==> config.mk <==
export PLATFORM = sky130hd
export DESIGN_NAME = artl_controller
export DESIGN_NICKNAME = d
export VERILOG_FILES = /design/src/rtl/core/artl_pkg.sv /design/src/rtl/core/artl_controller.sv
export SDC_FILE = /design/constraint.sdc
export NUM_CORES = 1
export LEC_CHECK = 0
export BUFFER_PORTS_ARGS = -buffer_cell sky130_fd_sc_hd__buf_2
export CAP_MARGIN = 20
export CORE_AREA = 2 2 39 41
export DETAILED_ROUTE_END_ITERATION = 8
export DIE_AREA = 0 0 41 43
export PLACE_DENSITY = 0.72
export SETUP_SLACK_MARGIN = 0.1
export SLEW_MARGIN = 20
export SYNTH_ARGS = -nofsm -noshare
export SYNTH_HDL_FRONTEND = slang
export SYNTH_SLANG_ARGS = --single-unit
==> constraint.sdc <==
create_clock -name clk_i -period 1.8 [get_ports clk_i]
set_input_delay 0.09 -clock clk_i [delete_from_list [all_inputs] [get_ports clk_i]]
set_output_delay 0.09 -clock clk_i [all_outputs]
set_load 0.005 [all_outputs]
==> src/rtl/core/artl_pkg.sv <==
// artl_pkg: shared constants, types and codes for the address range table.
// Used by the controller, datapath and top level of address_range_table_lookup.
package artl_pkg;

  localparam int unsigned Capacity = 256;
  localparam int unsigned IdxBits  = $clog2(Capacity);
  localparam int unsigned CntBits  = $clog2(Capacity + 1);
  localparam int unsigned AddrBits = 64;
  localparam int unsigned TagBits  = 16;

  typedef logic [IdxBits-1:0]  idx_t;
  typedef logic [CntBits-1:0]  cnt_t;
  typedef logic [AddrBits-1:0] addr_t;
  typedef logic [TagBits-1:0]  tag_t;

  typedef enum logic [1:0] {
    CmdClear  = 2'd0,
    CmdAdd    = 2'd1,
    CmdSort   = 2'd2,
    CmdLookup = 2'd3
  } cmd_e;

  typedef enum logic [1:0] {
    StOk    = 2'd0,
    StEmpty = 2'd1,
    StFull  = 2'd2,
    StMiss  = 2'd3
  } status_e;

  typedef enum logic [3:0] {
    SIdle,
    SLkRead,   // decode captured request, start command
    SLkWait,   // issue probe read of mid, or of candidate lo-1
    SLkFinal,  // compare candidate entry lo-1
    SLkCheck,
    SSrtRead,  // read entry i into hold
    SSrtHold,
    SSrtCmp,   // read j-1
    SSrtTest,
    SSrtPut,   // write hold at j
    SOut
  } state_e;

  // Controller -> datapath commands.
  typedef struct packed {
    logic    load_req;     // capture request fields
    logic    do_clear;
    logic    do_add;
    logic    lk_init;
    logic    lk_read_mid;
    logic    lk_step;
    logic    lk_read_cand;
    logic    lk_check;
    logic    srt_init;
    logic    srt_read_i;
    logic    srt_hold;
    logic    srt_read_prev;
    logic    srt_shift;    // copy j-1 to j, j--
    logic    srt_put;      // write hold at j, i++
    status_e add_status;
  } ctrl_t;

  // Datapath -> controller status.
  typedef struct packed {
    cmd_e    cmd;
    logic    range_empty;
    logic    table_full;
    logic    lk_done;      // lo >= hi
    logic    lk_has_cand;  // lo > 0
    logic    srt_done;     // i >= count
    logic    srt_j_zero;
    logic    srt_move;     // low[j-1] > hold low
  } stat_t;

endpackage

==> src/rtl/core/artl_controller.sv <==
// artl_controller: state machine sequencing clear, add, binary search and insertion sort.
// Depends on artl_pkg; commands artl_datapath.
module artl_controller (
  input  logic             clk_i,
  input  logic             rst_ni,
  input  logic             in_valid_i,
  output logic             in_ready_o,
  output logic             out_valid_o,
  input  logic             out_ready_i,
  input  artl_pkg::stat_t  stat_i,
  output artl_pkg::ctrl_t  ctrl_o
);

  artl_pkg::state_e state_q, state_d;

  always_ff @(posedge clk_i or negedge rst_ni) begin
    if (!rst_ni) state_q <= artl_pkg::SIdle;
    else         state_q <= state_d;
  end

  // Next state.
  always_comb begin
    state_d = state_q;
    unique case (state_q)
      artl_pkg::SIdle: if (in_valid_i) begin
        state_d = artl_pkg::SLkRead; // dispatch resolved next cycle
      end
      artl_pkg::SLkRead: begin
        // state after accept: decode the captured request
        unique case (stat_i.cmd)
          artl_pkg::CmdClear, artl_pkg::CmdAdd: state_d = artl_pkg::SOut;
          artl_pkg::CmdSort:   state_d = artl_pkg::SSrtRead;
          artl_pkg::CmdLookup: state_d = artl_pkg::SLkWait;
        endcase
      end
      artl_pkg::SLkWait:
        if (stat_i.lk_done) state_d = stat_i.lk_has_cand ? artl_pkg::SLkFinal : artl_pkg::SOut;
        else                state_d = artl_pkg::SLkCheck;
      artl_pkg::SLkCheck: state_d = artl_pkg::SLkWait;  // probe step done
      artl_pkg::SLkFinal: state_d = artl_pkg::SOut;     // compare candidate
      artl_pkg::SSrtRead:
        state_d = stat_i.srt_done ? artl_pkg::SOut : artl_pkg::SSrtHold;
      artl_pkg::SSrtHold: state_d = artl_pkg::SSrtCmp;
      artl_pkg::SSrtCmp:
        state_d = stat_i.srt_j_zero ? artl_pkg::SSrtPut : artl_pkg::SSrtTest;
      artl_pkg::SSrtTest:
        state_d = stat_i.srt_move ? artl_pkg::SSrtCmp : artl_pkg::SSrtPut;
      artl_pkg::SSrtPut: state_d = artl_pkg::SSrtRead;
      artl_pkg::SOut: if (out_ready_i) state_d = artl_pkg::SIdle;
      default: state_d = artl_pkg::SIdle;
    endcase
  end

  // Outputs.
  always_comb begin
    ctrl_o      = '0;
    ctrl_o.add_status = artl_pkg::StOk;
    in_ready_o  = state_q == artl_pkg::SIdle;
    out_valid_o = state_q == artl_pkg::SOut;
    unique case (state_q)
      artl_pkg::SIdle: ctrl_o.load_req = in_valid_i;
      artl_pkg::SLkRead: begin
        unique case (stat_i.cmd)
          artl_pkg::CmdClear: ctrl_o.do_clear = 1'b1;
          artl_pkg::CmdAdd:
            if (stat_i.range_empty)     ctrl_o.add_status = artl_pkg::StEmpty;
            else if (stat_i.table_full) ctrl_o.add_status = artl_pkg::StFull;
            else                        ctrl_o.do_add = 1'b1;
          artl_pkg::CmdSort:   ctrl_o.srt_init = 1'b1;
          artl_pkg::CmdLookup: ctrl_o.lk_init = 1'b1;
        endcase
      end
      artl_pkg::SLkWait:
        if (!stat_i.lk_done) ctrl_o.lk_read_mid = 1'b1;
        else if (stat_i.lk_has_cand) ctrl_o.lk_read_cand = 1'b1;
      artl_pkg::SLkCheck: ctrl_o.lk_step = 1'b1;
      artl_pkg::SLkFinal: ctrl_o.lk_check = 1'b1;
      artl_pkg::SSrtRead: ctrl_o.srt_read_i = !stat_i.srt_done;
      artl_pkg::SSrtHold: ctrl_o.srt_hold = 1'b1;
      artl_pkg::SSrtCmp:  ctrl_o.srt_read_prev = !stat_i.srt_j_zero;
      artl_pkg::SSrtTest: ctrl_o.srt_shift = stat_i.srt_move;
      artl_pkg::SSrtPut:  ctrl_o.srt_put = 1'b1;
      default: ;
    endcase
  end

  a_one_side: assert property (@(posedge clk_i) disable iff (!rst_ni)
    !(in_ready_o && out_valid_o)) else $error("accept while result pending");
  a_out_hold: assert property (@(posedge clk_i) disable iff (!rst_ni)
    out_valid_o && !out_ready_i |=> out_valid_o) else $error("result dropped");
  a_write_excl: assert property (@(posedge clk_i) disable iff (!rst_ni)
    !(ctrl_o.do_add && ctrl_o.srt_shift)) else $error("two writes");

endmodule

==> metrics <==
die area 0.00176 mm^2; # nets final 114; Post-synth EDFFs 0; Largest register FFs 4; average cell area after synthesis 7.60 um^2; Final Hold Viols 0; vias 623; Slowest cell on crit path dfrtp_2; Hold Crit Endpoint state_q[3]$_DFFE_PN0P_; Data required, critical path 1.71 ns; number of library cell types mapped by synthesis 35; gr busiest metal met2; Worst Setup SP state_q[2]$_DFFE_PN0P_; RR Endpoint state_q[2]$_DFFE_PN0P_; critical path class reg -> out; LEAKAGE 0.371 nW; synth cell count leaders 8 x nor2_1, 7 x nor3_1, 6 x inv_1, 4 x dfrtp_1, 4 x nand2b_1; Multi-input gate area around 360 um^2; GP Congestion 0.851; gr ovfl total 0; # Max-Cap Violations 0; area of the mapped netlist 502 um^2; largest net degree at the start of global routing 15; DR vias/cell 5.42; Power Density about 1300 mW/mm^2; total track usage 17.5%; vias in the first global route 558; Tcrit/Tclk final around nine tenths; R2R Setup Slk about 0.19 ns; GR Util met1 21.0%; ant diodes 0; Clock Skew 0.000116 ns; worst-path fanout max 12; initial antenna violation count 0; storage element area approximately 110 um^2; Die H around 43 um; Cells after Synth 66; drt first pass iters 4; Critical Path Max Stage Delay 0.49 ns; Total Routed Length 1.52 mm; Yosys reg bits 4; worst-margin pin slew ~0.42 ns; CP Launch Type flip-flop; IO Port Bufs 30; Async S/R FF share, synth 100%; RSZ-0062 raised after global routing yes; Peak VDD IR 0.548 mV; initial DRC count 20; hpwl dp 1.07 mm; WL per Instance 13.2 um; first-pass GRT wire length about 2.2 mm; core region area 0.00138 mm^2; CP arrival 1.56 ns; reg2reg start state_q[3]$_DFFE_PN0P_; Synth top area share 20.0%; TritonCTS clock tree done; fmax ~610 MHz; Worst-path clk slew about 0.04 ns; Top reg by flops state_q; register area share after synthesis 20.0%; most area-hungry cell type in the Yosys netlist dfrtp_1; synth warn 0; met3 Usage GRT 3.14%; status finished clean; hold depth 2; cells on worst reg2reg path 4; Initial Util 36.3%; top-level port count 31; hold crit path type in -> reg; Final ANT Viol Nets 0; element type at the critical path end output port; layout cell share with drive strength beyond 1 46.5%; fill count ~150; Fin Setup TNS 0 ns; GR Util met2 30.3%; DRC viols 0; count leader, synth nor2_1; Slew Viols, Final 0; Die X 41 um; worst path cell trace or2_2 -> or2_1 -> nor3_1 -> buf_2; dominant synthesized flop cell dfrtp_1; Final setup viols 0; row count 14; final hold slack 0.129 ns; Worst Hold Launch stat_i[3]; Top Registers state_q (4); Design Power 925 uW; minimum clock period about 1.6 ns; CTS sink count 4; H-tree levels 1; Clk Latency, worst-skew pair 0.23 ns; Synth-to-Final Area Change 42.1%; syn nets 79; Root Driver clkbuf_4; TritonCTS Buffers 3; Synth area leaders dfrtp_1 20%, nor3_1 7.0%, nor2_1 6.0%, nand2b_1 5.0%, inv_1 4.5%; relative max-transition margin between 70% and 80%; Longest Clk Path Bufs 2
worst max-delay path by stage:
| stage | to | slack, ns | depth (start not counted) |
|---|---|---|---|
| after CTS | ctrl_o[14] | 0.13 | 4 |
| after global placement | ctrl_o[1] | 0.27 | 4 |
| after detailed placement | state_q[2]$_DFFE_PN0P_ | 0.24 | 3 |
| final | ctrl_o[14] | 0.15 | 4 |
| after floorplan | state_q[2]$_DFFE_PN0P_ | 0.38 | 3 |
| after global routing | ctrl_o[14] | 0.09 | 4 |
kinds of logic after synthesis:
family | share of synthesized area [%]
compound gates | 16.2
mux | 2.24
flops | 20.0
buf+inv | 10.7
simple gates | 50.9
placed cells by master (no fill, tap or decap), types with 2 or more instances in the layout:
master	netlist	final
dfrtp_2	0	4
and3_1	2	2
and2_1	2	2
o211ai_1	2	2
nand2b_1	4	4
inv_1	6	6
nor2_1	8	8
clkbuf_4	0	3
nor3_1	7	7
nand2_1	3	3
buf_2	1	30
buf_4	2	2
or3_1	2	2
cell type report:
| cell class | count | area share, % |
|---|---|---|
| Multi-Input combinational cell | 52 | 50.9 |
| Timing Repair Buffer | 34 | 25.3 |
| Sequential cell | 4 | 14.7 |
| Clock buffer | 3 | 3.16 |
| Inverter | 6 | 3.16 |
| Tap cell | 16 | 2.81 |
power breakdown:
group / internal, mW / switching, mW
logic: 0.285 / 0.252
clock network: 0.0744 / 0.0345
registers: 0.140 / 0.140
worst max-delay path: cells and delay by family (launching register included):
family / cells / cell delay [ns]
and+or+nand+nor: 3 / 0.71
DFF: 1 / 0.49
buffers and inverters: 1 / 0.13
metrics by stage:
| stage | instances | util [%] | worst slack [ns] | instance area (um^2) |
|---|---|---|---|---|
| global placement | 108 | 46.3 | 0.274 | 641 |
| CTS | 112 | 49.4 | 0.129 | 683 |
| global route | 115 | 51.5 | 0.0880 | 713 |
| floorplan | 66 | - | 0.381 | 502 |
| finish | 115 | 51.5 | 0.152 | 713 |
| detailed placement | 108 | 46.3 | 0.243 | 641 |
per-layer routing:
metal	vias to the layer above	wire length [um]
met5	-	0
met3	0	73
li1	309	-
met1	292	618
met2	22	827
met4	0	0
repair_timing:
| item | in CTS | in global routing |
|---|---|---|
| buffers inserted | 0 | 3 |
| hold buffers | 1 | 0 |
| hold endpoints to repair | 4 | 0 |
| gates resized for setup | 4 | 2 |
| setup endpoints to repair | 3 | 5 |
Power figures use the tool's default switching activity.
